<file path="config.mk">
export PLATFORM = sky130hd
export DESIGN_NAME = color_keyed_clipped_blitter_flat
export DESIGN_NICKNAME = d
export VERILOG_FILES = /design/src/design/blt_pkg.sv /design/src/design/blt_ifs.sv /design/src/design/blt_cfg.sv /design/src/design/blt_ctrl.sv /design/src/design/blt_dp.sv /design/src/design/color_keyed_clipped_blitter.sv /design/src/flat_wrapper.sv
export SDC_FILE = /design/constraint.sdc
export NUM_CORES = 1
export LEC_CHECK = 0
export ABC_AREA = 0
export BUFFER_PORTS_ARGS = -buffer_cell sky130_fd_sc_hd__buf_4
export CORE_ASPECT_RATIO = 1.1
export CORE_MARGIN = 1.5
export CORE_UTILIZATION = 40
export DETAILED_ROUTE_END_ITERATION = 6
export GPL_TIMING_DRIVEN = 0
export SYNTH_ARGS = -nofsm -noshare
export SYNTH_HDL_FRONTEND = slang
export SYNTH_SLANG_ARGS = --single-unit
</file>
<file path="constraint.sdc">
create_clock -name clk -period 7.4 [get_ports clk]
set_input_delay 0.74 -clock clk [delete_from_list [all_inputs] [get_ports clk]]
set_output_delay 0.74 -clock clk [all_outputs]
set_load 0.02 [all_outputs]
</file>
<file path="src/design/blt_pkg.sv">
package blt_pkg;

    localparam int DIM_W      = 13;
    localparam int BPP_W      = 3;
    localparam int PIX_W      = 32;
    localparam int OFF_W      = 26;
    localparam int CFG_IDX_W  = 3;
    localparam int CFG_DATA_W = 16;

    // register indexes
    localparam logic [CFG_IDX_W-1:0] REG_DEST_WIDTH  = 3'd0;
    localparam logic [CFG_IDX_W-1:0] REG_DEST_HEIGHT = 3'd1;
    localparam logic [CFG_IDX_W-1:0] REG_BPP         = 3'd2;
    localparam logic [CFG_IDX_W-1:0] REG_ORIGIN_LEFT = 3'd3;
    localparam logic [CFG_IDX_W-1:0] REG_ORIGIN_TOP  = 3'd4;
    localparam logic [CFG_IDX_W-1:0] REG_SRC_WIDTH   = 3'd5;
    localparam logic [CFG_IDX_W-1:0] REG_SRC_HEIGHT  = 3'd6;
    localparam logic [CFG_IDX_W-1:0] REG_SKIP_ZERO   = 3'd7;

    // reset values
    localparam logic [DIM_W-1:0] RST_DEST_WIDTH  = 13'd640;
    localparam logic [DIM_W-1:0] RST_DEST_HEIGHT = 13'd480;
    localparam logic [BPP_W-1:0] RST_BPP         = 3'd4;
    localparam logic [DIM_W-1:0] RST_SRC_WIDTH   = 13'd16;
    localparam logic [DIM_W-1:0] RST_SRC_HEIGHT  = 13'd16;

    localparam logic [PIX_W-1:0] KEY_COLOR = 32'h0000_0000;

    typedef struct packed {
        logic [DIM_W-1:0]        dest_width;
        logic [DIM_W-1:0]        dest_height;
        logic [BPP_W-1:0]        bytes_per_pixel;
        logic signed [DIM_W-1:0] origin_left;
        logic signed [DIM_W-1:0] origin_top;
        logic [DIM_W-1:0]        src_width;
        logic [DIM_W-1:0]        src_height;
        logic                    skip_zero;
    } cfg_t;

    // controller to datapath
    typedef struct packed {
        logic take;
        logic clip;
        logic mul;
        logic load;
    } cmd_t;

    // datapath to controller
    typedef struct packed {
        logic keep;
        logic out_free;
    } sts_t;

endpackage

</file>
<file path="src/design/blt_ifs.sv">
interface blt_pix_if;
    logic                         valid;
    logic                         ready;
    logic [blt_pkg::PIX_W-1:0]    src_pixel;

    modport source (output valid, output src_pixel, input ready);
    modport sink   (input valid, input src_pixel, output ready);
endinterface

interface blt_wr_if;
    logic                         valid;
    logic                         ready;
    logic [blt_pkg::OFF_W-1:0]    write_offset;
    logic [blt_pkg::PIX_W-1:0]    write_color;
    logic                         frame_done;

    modport source (output valid, output write_offset, output write_color,
                    output frame_done, input ready);
    modport sink   (input valid, input write_offset, input write_color,
                    input frame_done, output ready);
endinterface

interface blt_cfg_if;
    logic                           valid;
    logic                           ready;
    logic [blt_pkg::CFG_IDX_W-1:0]  index;
    logic [blt_pkg::CFG_DATA_W-1:0] data;

    modport source (output valid, output index, output data, input ready);
    modport sink   (input valid, input index, input data, output ready);
endinterface

</file>
<file path="src/design/blt_cfg.sv">
module blt_cfg (
    input  logic                           clk,
    input  logic                           rst_n,
    input  logic                           wr_valid,
    output logic                           wr_ready,
    input  logic [blt_pkg::CFG_IDX_W-1:0]  wr_index,
    input  logic [blt_pkg::CFG_DATA_W-1:0] wr_data,
    output blt_pkg::cfg_t                  cfg
);

    blt_pkg::cfg_t cfg_reg;
    blt_pkg::cfg_t cfg_next;

    assign wr_ready = 1'b1;
    assign cfg      = cfg_reg;

    always_comb
    begin
        cfg_next = cfg_reg;
        if (wr_valid)
        begin
            unique case (wr_index)
                blt_pkg::REG_DEST_WIDTH:  cfg_next.dest_width = wr_data[blt_pkg::DIM_W-1:0];
                blt_pkg::REG_DEST_HEIGHT: cfg_next.dest_height = wr_data[blt_pkg::DIM_W-1:0];
                blt_pkg::REG_BPP:         cfg_next.bytes_per_pixel = wr_data[blt_pkg::BPP_W-1:0];
                blt_pkg::REG_ORIGIN_LEFT: cfg_next.origin_left = wr_data[blt_pkg::DIM_W-1:0];
                blt_pkg::REG_ORIGIN_TOP:  cfg_next.origin_top = wr_data[blt_pkg::DIM_W-1:0];
                blt_pkg::REG_SRC_WIDTH:   cfg_next.src_width = wr_data[blt_pkg::DIM_W-1:0];
                blt_pkg::REG_SRC_HEIGHT:  cfg_next.src_height = wr_data[blt_pkg::DIM_W-1:0];
                blt_pkg::REG_SKIP_ZERO:   cfg_next.skip_zero = wr_data[0];
                default:                  cfg_next = cfg_reg;
            endcase
        end
    end

    always_ff @(posedge clk or negedge rst_n)
    begin
        if (!rst_n)
        begin
            cfg_reg.dest_width      <= blt_pkg::RST_DEST_WIDTH;
            cfg_reg.dest_height     <= blt_pkg::RST_DEST_HEIGHT;
            cfg_reg.bytes_per_pixel <= blt_pkg::RST_BPP;
            cfg_reg.origin_left     <= '0;
            cfg_reg.origin_top      <= '0;
            cfg_reg.src_width       <= blt_pkg::RST_SRC_WIDTH;
            cfg_reg.src_height      <= blt_pkg::RST_SRC_HEIGHT;
            cfg_reg.skip_zero       <= 1'b0;
        end
        else
        begin
            cfg_reg <= cfg_next;
        end
    end

endmodule

</file>
<file path="src/design/blt_ctrl.sv">
module blt_ctrl (
    input  logic          clk,
    input  logic          rst_n,
    input  logic          in_valid,
    output logic          in_ready,
    input  blt_pkg::sts_t sts,
    output blt_pkg::cmd_t cmd
);

    localparam logic [1:0] ST_IDLE  = 2'd0;
    localparam logic [1:0] ST_CLIP  = 2'd1;
    localparam logic [1:0] ST_MUL   = 2'd2;
    localparam logic [1:0] ST_SCALE = 2'd3;

    logic [1:0] state_reg;
    logic [1:0] state_next;

    assign in_ready = (state_reg == ST_IDLE);

    always_comb
    begin
        state_next = state_reg;
        cmd        = '0;
        unique case (state_reg)
            ST_IDLE:
            begin
                cmd.take = in_valid;
                if (in_valid)
                    state_next = ST_CLIP;
            end
            ST_CLIP:
            begin
                cmd.clip   = 1'b1;
                state_next = ST_MUL;
            end
            ST_MUL:
            begin
                // clipped or keyed pixel ends here
                cmd.mul    = sts.keep;
                state_next = sts.keep ? ST_SCALE : ST_IDLE;
            end
            ST_SCALE:
            begin
                cmd.load = sts.out_free;
                if (sts.out_free)
                    state_next = ST_IDLE;
            end
            default:
            begin
                state_next = ST_IDLE;
            end
        endcase
    end

    always_ff @(posedge clk or negedge rst_n)
    begin
        if (!rst_n)
            state_reg <= ST_IDLE;
        else
            state_reg <= state_next;
    end

endmodule

</file>
<file path="src/design/blt_dp.sv">
module blt_dp #(
    parameter int MAX_DIM = 4096
) (
    input  logic                        clk,
    input  logic                        rst_n,
    input  blt_pkg::cfg_t               cfg,
    input  blt_pkg::cmd_t               cmd,
    output blt_pkg::sts_t               sts,
    input  logic [blt_pkg::PIX_W-1:0]   src_pixel,
    output logic                        out_valid,
    input  logic                        out_ready,
    output logic [blt_pkg::OFF_W-1:0]   out_offset,
    output logic [blt_pkg::PIX_W-1:0]   out_color,
    output logic                        out_frame_done
);

    localparam int DW = blt_pkg::DIM_W;
    localparam int PW = $clog2(MAX_DIM);
    localparam int SW = PW + 1;
    localparam int EW = (SW > DW) ? SW : DW;
    localparam int XW = ((PW + 1 > DW) ? PW + 1 : DW) + 1;
    localparam int OW = blt_pkg::OFF_W;

    // source position
    logic [PW-1:0] col_reg, col_next;
    logic [PW-1:0] row_reg, row_next;

    // pixel being worked on
    logic [PW-1:0]               colc_reg, rowc_reg;
    logic [blt_pkg::PIX_W-1:0]   color_reg;
    logic                        last_reg;
    logic                        keep_reg;
    logic [DW-1:0]               x_reg, y_reg;
    logic [OW-1:0]               prod_reg;

    // result register
    logic                        out_valid_reg;
    logic [OW-1:0]               out_offset_reg;
    logic [blt_pkg::PIX_W-1:0]   out_color_reg;
    logic                        out_frame_reg;

    logic [EW-1:0] sw_ext, sh_ext;
    logic [SW-1:0] sw, sh;
    logic [PW-1:0] colc, rowc;
    logic [SW-1:0] col_inc, row_inc;
    logic          last_col, last_row;

    logic signed [XW-1:0] x_s, y_s;
    logic                 keep;
    logic [OW-1:0]        pix_idx;
    logic [OW-1:0]        offset;

    // source size with zero as one and large values held at the maximum
    always_comb
    begin
        sw_ext = EW'(cfg.src_width);
        sh_ext = EW'(cfg.src_height);
        if (sw_ext == '0)
            sw_ext = EW'(1);
        else if (sw_ext > EW'(MAX_DIM))
            sw_ext = EW'(MAX_DIM);
        if (sh_ext == '0)
            sh_ext = EW'(1);
        else if (sh_ext > EW'(MAX_DIM))
            sh_ext = EW'(MAX_DIM);
        sw = sw_ext[SW-1:0];
        sh = sh_ext[SW-1:0];
    end

    // position step, held inside a source size that may have shrunk
    always_comb
    begin
        colc = ({1'b0, col_reg} >= sw) ? PW'(sw - SW'(1)) : col_reg;
        rowc = ({1'b0, row_reg} >= sh) ? PW'(sh - SW'(1)) : row_reg;
        col_inc  = {1'b0, colc} + SW'(1);
        row_inc  = {1'b0, rowc} + SW'(1);
        last_col = (col_inc >= sw);
        last_row = (row_inc >= sh);
        if (last_col)
        begin
            col_next = '0;
            row_next = last_row ? '0 : row_inc[PW-1:0];
        end
        else
        begin
            col_next = col_inc[PW-1:0];
            row_next = rowc;
        end
    end

    // destination point and clipping
    always_comb
    begin
        x_s  = XW'(cfg.origin_left) + $signed(XW'(colc_reg));
        y_s  = XW'(cfg.origin_top) + $signed(XW'(rowc_reg));
        keep = !x_s[XW-1] && !y_s[XW-1]
            && (x_s < $signed(XW'(cfg.dest_width)))
            && (y_s < $signed(XW'(cfg.dest_height)))
            && !(cfg.skip_zero && (color_reg == blt_pkg::KEY_COLOR));
    end

    assign pix_idx = prod_reg + OW'(x_reg);
    assign offset  = OW'(pix_idx * OW'(cfg.bytes_per_pixel));

    always_ff @(posedge clk or negedge rst_n)
    begin
        if (!rst_n)
        begin
            col_reg <= '0;
            row_reg <= '0;
        end
        else if (cmd.take)
        begin
            col_reg <= col_next;
            row_reg <= row_next;
        end
    end

    always_ff @(posedge clk)
    begin
        if (cmd.take)
        begin
            colc_reg  <= colc;
            rowc_reg  <= rowc;
            color_reg <= src_pixel;
            last_reg  <= last_col && last_row;
        end
        if (cmd.clip)
        begin
            keep_reg <= keep;
            x_reg    <= x_s[DW-1:0];
            y_reg    <= y_s[DW-1:0];
        end
        if (cmd.mul)
            prod_reg <= OW'(y_reg * cfg.dest_width);
        if (cmd.load)
        begin
            out_offset_reg <= offset;
            out_color_reg  <= color_reg;
            out_frame_reg  <= last_reg;
        end
    end

    always_ff @(posedge clk or negedge rst_n)
    begin
        if (!rst_n)
            out_valid_reg <= 1'b0;
        else if (cmd.load)
            out_valid_reg <= 1'b1;
        else if (out_ready)
            out_valid_reg <= 1'b0;
    end

    assign sts.keep     = keep_reg;
    assign sts.out_free = !out_valid_reg || out_ready;

    assign out_valid      = out_valid_reg;
    assign out_offset     = out_offset_reg;
    assign out_color      = out_color_reg;
    assign out_frame_done = out_frame_reg;

endmodule

</file>
<file path="src/design/color_keyed_clipped_blitter.sv">
// a pixel is captured in idle, then goes through the clip, multiply and scale states;
//   a clipped or keyed pixel ends after multiply with no write beat, and scale
//   waits for a free output; a new pixel is taken only back in idle
// the write beat sits in an output register, so the next pixel is taken while it waits
// reset (rst_n low, asynchronous): registers return to their defaults, position to zero
module color_keyed_clipped_blitter #(
    parameter int MAX_DIM = 4096
) (
    input  logic      clk,
    input  logic      rst_n,
    blt_pix_if.sink   pix,
    blt_wr_if.source  wr,
    blt_cfg_if.sink   cfg
);

    blt_pkg::cfg_t cfg_q;
    blt_pkg::cmd_t cmd;
    blt_pkg::sts_t sts;

    // configuration registers, always ready
    blt_cfg u_cfg (
        .clk      (clk),
        .rst_n    (rst_n),
        .wr_valid (cfg.valid),
        .wr_ready (cfg.ready),
        .wr_index (cfg.index),
        .wr_data  (cfg.data),
        .cfg      (cfg_q)
    );

    // sequencer: idle, clip, multiply, scale
    blt_ctrl u_ctrl (
        .clk      (clk),
        .rst_n    (rst_n),
        .in_valid (pix.valid),
        .in_ready (pix.ready),
        .sts      (sts),
        .cmd      (cmd)
    );

    // position tracking, clipping, offset arithmetic and write register
    blt_dp #(
        .MAX_DIM (MAX_DIM)
    ) u_dp (
        .clk            (clk),
        .rst_n          (rst_n),
        .cfg            (cfg_q),
        .cmd            (cmd),
        .sts            (sts),
        .src_pixel      (pix.src_pixel),
        .out_valid      (wr.valid),
        .out_ready      (wr.ready),
        .out_offset     (wr.write_offset),
        .out_color      (wr.write_color),
        .out_frame_done (wr.frame_done)
    );

endmodule

</file>
<file path="src/flat_wrapper.sv">
// flat-port wrapper written by rule: the top's interface ports become plain ports
module color_keyed_clipped_blitter_flat 
#(
    parameter int MAX_DIM = 4096
)
  (clk, rst_n, pix_valid, pix_src_pixel, pix_ready, wr_valid, wr_write_offset, wr_write_color, wr_frame_done, wr_ready, cfg_valid, cfg_index, cfg_data, cfg_ready);
  blt_pix_if pix_i ();
  blt_wr_if wr_i ();
  blt_cfg_if cfg_i ();
  input  logic clk;
  input  logic rst_n;
  input wire logic [$bits(pix_i.valid)-1:0] pix_valid;
  input wire logic [$bits(pix_i.src_pixel)-1:0] pix_src_pixel;
  output wire logic [$bits(pix_i.ready)-1:0] pix_ready;
  output wire logic [$bits(wr_i.valid)-1:0] wr_valid;
  output wire logic [$bits(wr_i.write_offset)-1:0] wr_write_offset;
  output wire logic [$bits(wr_i.write_color)-1:0] wr_write_color;
  output wire logic [$bits(wr_i.frame_done)-1:0] wr_frame_done;
  input wire logic [$bits(wr_i.ready)-1:0] wr_ready;
  input wire logic [$bits(cfg_i.valid)-1:0] cfg_valid;
  input wire logic [$bits(cfg_i.index)-1:0] cfg_index;
  input wire logic [$bits(cfg_i.data)-1:0] cfg_data;
  output wire logic [$bits(cfg_i.ready)-1:0] cfg_ready;
  assign pix_i.valid = pix_valid;
  assign pix_i.src_pixel = pix_src_pixel;
  assign pix_ready = pix_i.ready;
  assign wr_valid = wr_i.valid;
  assign wr_write_offset = wr_i.write_offset;
  assign wr_write_color = wr_i.write_color;
  assign wr_frame_done = wr_i.frame_done;
  assign wr_i.ready = wr_ready;
  assign cfg_i.valid = cfg_valid;
  assign cfg_i.index = cfg_index;
  assign cfg_i.data = cfg_data;
  assign cfg_ready = cfg_i.ready;
  color_keyed_clipped_blitter #(.MAX_DIM(MAX_DIM)) u_core (.clk(clk), .rst_n(rst_n), .pix(pix_i), .wr(wr_i), .cfg(cfg_i));
endmodule
</file>
After elaboration in Yosys (flattened, before gate mapping). Index checks and enable logic that the tools add are counted.

Bits in read-only memories: 0. Input bits: 56. Memories: 0. Register bits: 278. RAM bits: 0. Logic and storage cells: 97. Output and inout bits: 62. Latch bits: 0.

Equality and inequality tests: 12. Bitwise operators: 0. Magnitude comparators: 8. Add/subtract/negate cells: 7. Reduce and logical (&&, ||, !) cells: 26. Div/mod/pow operators: 0. Multiplexer cells: 19. Shift-type cells: 0. Multiply operators: 2.

Operators with widths (count): $mux 12 (5); $mux 13 (4); $logic_not 32->1 (1); $add 13x13->14 (2); $lt 14x14->1 (2); $add 12x1->13 const B (2); $add 26x13->26 (1); $ge 12x13->1 (2); $ge 13x13->1 (2); $gt 13x13->1 const B (2); $logic_not 13->1 (2); $mul 13x13->26 (1); $mul 26x3->26 (1); $sub 12x1->12 const B (2); $reduce_and 2->1 (9); $eq 3x3->1 const B (4); $pmux 2 s4 (1); $eq 3x2->1 const B (2); $logic_and 1x1->1 (6); $mux 1 (6); $mux 2 (3); $eq 2x2->1 const B (2); $logic_not 1->1 (4); $ne 2x2->1 const B (2); 6 further kinds (6).

Logic depth before layout (Yosys ltp).
Word-level depth: 9. Depth in mapped cells: 34. Gate-level depth less buffers: 30.

Hierarchy. From an unflattened synthesis, not the netlist that was laid out.

Cells, all modules: 2079. Area total of the unflattened synthesis: 21854.7 µm².

Modules (own cells, without submodules): blt_dp (cells each 1886, instances 1, area an instance 18590.3 µm², sequential area each 5700.5 µm²); blt_cfg (cells each 180, instances 1, area an instance 3151.8 µm², sequential area each 2063.2 µm²); blt_ctrl (cells each 13, instances 1, area an instance 112.6 µm², sequential area each 50.0 µm²).

Worst setup path after synthesis. Ideal clock, no wire load.

Kind: register to register. Start point: register u_core.u_cfg.cfg_reg (netlist bit u_core.u_cfg.cfg[19]). End point: register u_core.u_dp.col_reg[8]. Data arrival time: 7.104 ns. Stages on the path, launching flop included: 35. Data required time: 7.313 ns. Setup time: 0.087 ns. Buffers on the path: 4. Clock period less this slack: 7.190 ns. Setup slack: 0.210 ns. Path through: dfrtp_1 > buf_6 > or4_4 > or4_4 > or4_4 > a21o_1 > inv_1 > ha_1 > nand2b_1 > a21o_1 > a21o_1 > a211oi_1 > o31a_1 > o22a_1 > clkbuf_1 > buf_2 > nor2_1 > a21oi_1 > ha_1 > nand2_1 > mux2i_1 > nand2_1 > xnor2_1 > ha_1 > a21oi_1 > nor2b_1 > o21ai_0 > nand2b_1 > a21oi_1 > o21ai_0 > a311o_1 > nor2_1 > clkbuf_1 > nand3_1 > o211ai_1.

Longest elaborated chain between the ends: 8. Elaborated cells on any way between the ends: 10. Classes of those cells: add/sub: 2; order compare: 3; mux: 4; reduce/logical: 1.

RTL lines: from (decl) (line blt_cfg.sv:11) `blt_pkg::cfg_t cfg_reg;`; from (signal assigned) (line blt_cfg.sv:51) `cfg_reg <= cfg_next;`; $gt 13x13->1 (line blt_dp.sv:60) `else if (sw_ext > EW'(MAX_DIM))`; $mux 13 (line blt_dp.sv:60); $mux 13 * (line blt_dp.sv:58) `if (sw_ext == '0)`; $sub 12x1->12 or $ge 12x13->1 (tied branches) (line blt_dp.sv:73) `colc = ({1'b0, col_reg} >= sw) ? PW'(sw - SW'(1)) : col_reg;`; $mux 12 * (line blt_dp.sv:73); net u_core.u_dp.colc[0] (line blt_dp.sv:44) `logic [PW-1:0] colc, rowc;`; $add 12x1->13 * (line blt_dp.sv:75) `col_inc = {1'b0, colc} + SW'(1);`; $ge 13x13->1 (line blt_dp.sv:77) `last_col = (col_inc >= sw);`; $mux 12 * (line blt_dp.sv:79) `if (last_col)`; to (signal assigned) (line blt_dp.sv:114) `col_reg <= col_next;`; to (decl) (line blt_dp.sv:25) `logic [PW-1:0] col_reg, col_next;`.

The timed path passes the listed nets; every way through them passes the cells marked *. A chain may end at the register's enable or synchronous reset.

Worst setup path in the final report.
Start point: register u_core.u_cfg.cfg_reg (netlist bit u_core.u_cfg.cfg[19]). End point: register u_core.u_dp.row_reg[11].

Longest elaborated chain between the ends: 8. Elaborated cells on any way between the ends: 10. Classes of those cells: add/sub: 2; order compare: 3; mux: 4; reduce/logical: 1.

RTL lines: $gt 13x13->1 (line blt_dp.sv:60); $mux 13 (line blt_dp.sv:60); $mux 13 * (line blt_dp.sv:58); $sub 12x1->12 or $ge 12x13->1 (tied branches) (line blt_dp.sv:73); $mux 12 * (line blt_dp.sv:73); net u_core.u_dp.colc[0] (line blt_dp.sv:44); $add 12x1->13 * (line blt_dp.sv:75); $ge 13x13->1 * (line blt_dp.sv:77); $mux 12 * (line blt_dp.sv:79); to (signal assigned) (line blt_dp.sv:115) `row_reg <= row_next;`; to (decl) (line blt_dp.sv:26) `logic [PW-1:0] row_reg, row_next;`.

Marked as above.

==> metrics.md <==
| Metric | Value |
|---|---|
| Outcome | `completed` |
| Chip height | `247 µm` |
| Row cnt | `89` |
| Post-synth ARST share | `39.2%` |
| Most used flip-flop cell after synthesis | `edfxtp_1` |
| Sequential share of the synthesized area | `36.0%` |
| Die Footprint | `55,700 µm²` |
| CTS Root Cell | `clkbuf_16` |
| M1 GR Usage | `22.1%` |
| Clock buffer depth | `3` |
| DR WL/cell | `17.3 µm` |
| Critical-path top delay cell | `or4_4` |
| Synth Cell Area | `21,700 µm²` |
| ANT nets after route | `0` |
| Delay-heaviest family, CP | `compound AO/OA/AOI/OAI gates` |
| Actual slew at the worst max-slew pin | `0.927 ns` |
| CTS tree | `done` |
| Hold_ws | `0.0890 ns` |
| Placer Congestion | `0.969` |
| Remaining global-route overflow | `0` |
| Nets | `2,678` |
| Commonest non-fill, non-tap cell in the layout | `nand2_1` |
| Clock slew at reported path FFs | `0.06 ns` |
| Core area | `53,700 µm²` |
| Clock Skew | `0.0208 ns` |
| Average size of a mapped cell | `10.3 µm²` |
| Worst Hold Class | `in2async` |
| Syn_nets | `2,517` |
| Startpoint type of the worst setup path | `register` |
| DRC | `0` |
| Slew HR | `38.2%` |
| PortBufs | `112` |
| CP dominant cell by count | `or4_4` |
| Final Max Slew Viols | `0` |
| Final worst slack | `0.204 ns` |
| Maxcap violations | `0` |
| DRT Pass-1 Iters | `5` |
| Cells after Synth | `2,103` |
| Final setup vio count | `0` |
| Number of synthesized register bits | `278` |
| Dpl cells | `2,947` |
| First-pass GRT wire length | `84.5 mm` |
| DR iter-0 viols | `679` |
| Layer with the highest usage | `met2` |
| Skew-Pair Late Insertion Delay | `0.57 ns` |
| Area Growth Syn to Fin | `14.7%` |
| Max reg flops | `82` |
| Buf/Inv on CP | `5` |
| Number of synthesized flops with an enable pin | `169` |
| Vias per cell | `5.13` |
| # diodes | `0` |
| Layout cells sized above 1 | `13.8%` |
| Post-DP HPWL | `41.6 mm` |
| Commonest non-fill, non-tap cells in the layout | `nand2_1, inv_1, ha_1, edfxtp_1, fa_1` |
| H-tree depth | `2` |
| Yosys warns | `0` |
| Final hold vios | `0` |
| Crit path DAT | `7.63 ns` |
| Number of global-route vias before repair | `16,500` |
| WL final | `52.3 mm` |
| Crit. End Element | `register` |
| TNS Setup | `0 ns` |
| M2 GR Usage | `36.0%` |
| CTS Sinks | `278` |
| Initial core utilization | `40.5%` |
| Yosys cell types | `82` |
| Largest net degree at the start of global routing | `74` |
| Post-Layout Cell Count | `3,018` |
| Final period util | `97.2%` |
| Total CTS buffers | `35` |
| Initial antenna violation count | `1` |
| Met3 Resource Use GR | `2.75%` |
| Io pins | `118` |
| CP max stage delay | `0.54 ns` |
| Critical path fanouts, max | `10` |
| Die width | `225 µm` |
| Max frequency | `0.139 GHz` |
| CP required | `7.84 ns` |
| Via count | `15,500` |
| Crit Path Class | `reg2reg` |
| Final min period | `7.20 ns` |
| GRT Overall Usage | `19.2%` |
| Place WS | `-1.51 ns` |
-- worst paths after layout --
| check | startpoint | endpoint | slack [ns] | cells after the start |
|---|---|---|---|---|
| worst max-delay path | u_core.u_cfg.cfg[19] | u_core.u_dp.row_reg[11] | 0.20 | 32 |
| worst min-delay path | rst_n | u_core.u_dp.row_reg[11] | 0.09 | 1 |
| worst max register to register | u_core.u_cfg.cfg[19] | u_core.u_dp.row_reg[11] | 0.20 | 32 |
| worst min register to register | u_core.u_dp.last_reg | u_core.u_dp.out_frame_done | 0.44 | 0 |
| max in group asynchronous | rst_n | u_core.u_cfg.cfg[76] | 6.58 | 2 |
| min in group clk | pix_src_pixel[21] | u_core.u_dp.color_reg[21] | 0.36 | 1 |
-- area by class of cell --
| cell class | instances | area, µm² |
|---|---|---|
| Multi-Input combinational cell | 1501 | 12800 |
| Clock inverter | 18 | 166 |
| Tap cell | 728 | 911 |
| Sequential cell | 278 | 7810 |
| Fill cell | 5066 | 28800 |
| Clock buffer | 45 | 953 |
| Buffer | 68 | 299 |
| Inverter | 254 | 958 |
| Timing Repair Buffer | 126 | 997 |
-- cells in the mapped netlist, types with 3 or more instances --
library cell	count	area share [%]
xnor2_1	88	3.5
a211oi_1	7	0.24
dfrtp_1	100	12
dfstp_2	9	1.1
nor4_1	13	0.37
o22ai_1	3	0.086
nor3b_1	6	0.21
nand3_1	28	0.65
nand4b_1	7	0.28
mux2_2	70	3.6
mux2i_1	20	0.92
nand2b_1	18	0.52
ha_1	210	12
nand4_1	21	0.60
o21a_1	17	0.59
a22o_1	7	0.28
or3_1	9	0.26
a31oi_1	9	0.26
a211o_1	5	0.20
a22oi_1	4	0.14
or4_1	3	0.10
fa_1	148	14
o31ai_1	9	0.31
o211ai_1	8	0.28
nand3b_1	5	0.17
clkbuf_1	62	1.1
nor3_1	27	0.62
edfxtp_1	169	23
inv_1	251	4.3
and2_1	68	2.0
a21o_1	47	1.6
o21bai_1	16	0.55
and3_1	11	0.32
nor2b_1	20	0.58
buf_2	4	0.092
o21ai_0	69	1.6
a21oi_1	78	1.8
a221oi_1	7	0.28
a21boi_0	3	0.10
o31a_1	3	0.12
and4_1	4	0.16
xor2_1	19	0.77
or4_4	3	0.16
nor2_1	81	1.4
nand2_1	290	5.0
-- kinds of logic after synthesis --
logic type / share of synthesized area, %
simple gates: 14.0
fa+ha+maj: 25.7
buf+inv: 5.70
compound gates: 9.51
flops: 36.0
xor+xnor: 4.31
mux: 4.79
other cells: 0.0173
-- metrics by stage --
stage	area (µm²)	utilization, %
floorplan	21700	-
global route	24900	46.4
CTS	24800	46.2
finish	24900	46.4
detailed placement	23600	43.9
global placement	23500	43.7
-- timing repair --
action,in CTS,in global routing
setup endpoints to repair,25,25
hold buffers,0,0
pin swaps,2,6
buffers inserted,4,6
gates cloned,0,0
gates resized for setup,22,23
-- layer usage --
layer / wire length (µm) / part of all wire, % / up-vias
met1: 21900 / 42 / 7627
li1: - / - / 7509
met2: 27000 / 52 / 252
met5: 11 / 0.021 / -
met4: 1690 / 3.2 / 2
met3: 1700 / 3.3 / 92
Power is left out: the tool's default activity adds up to more than one toggle a clock period on the data nets, which glitch-free logic cannot reach.
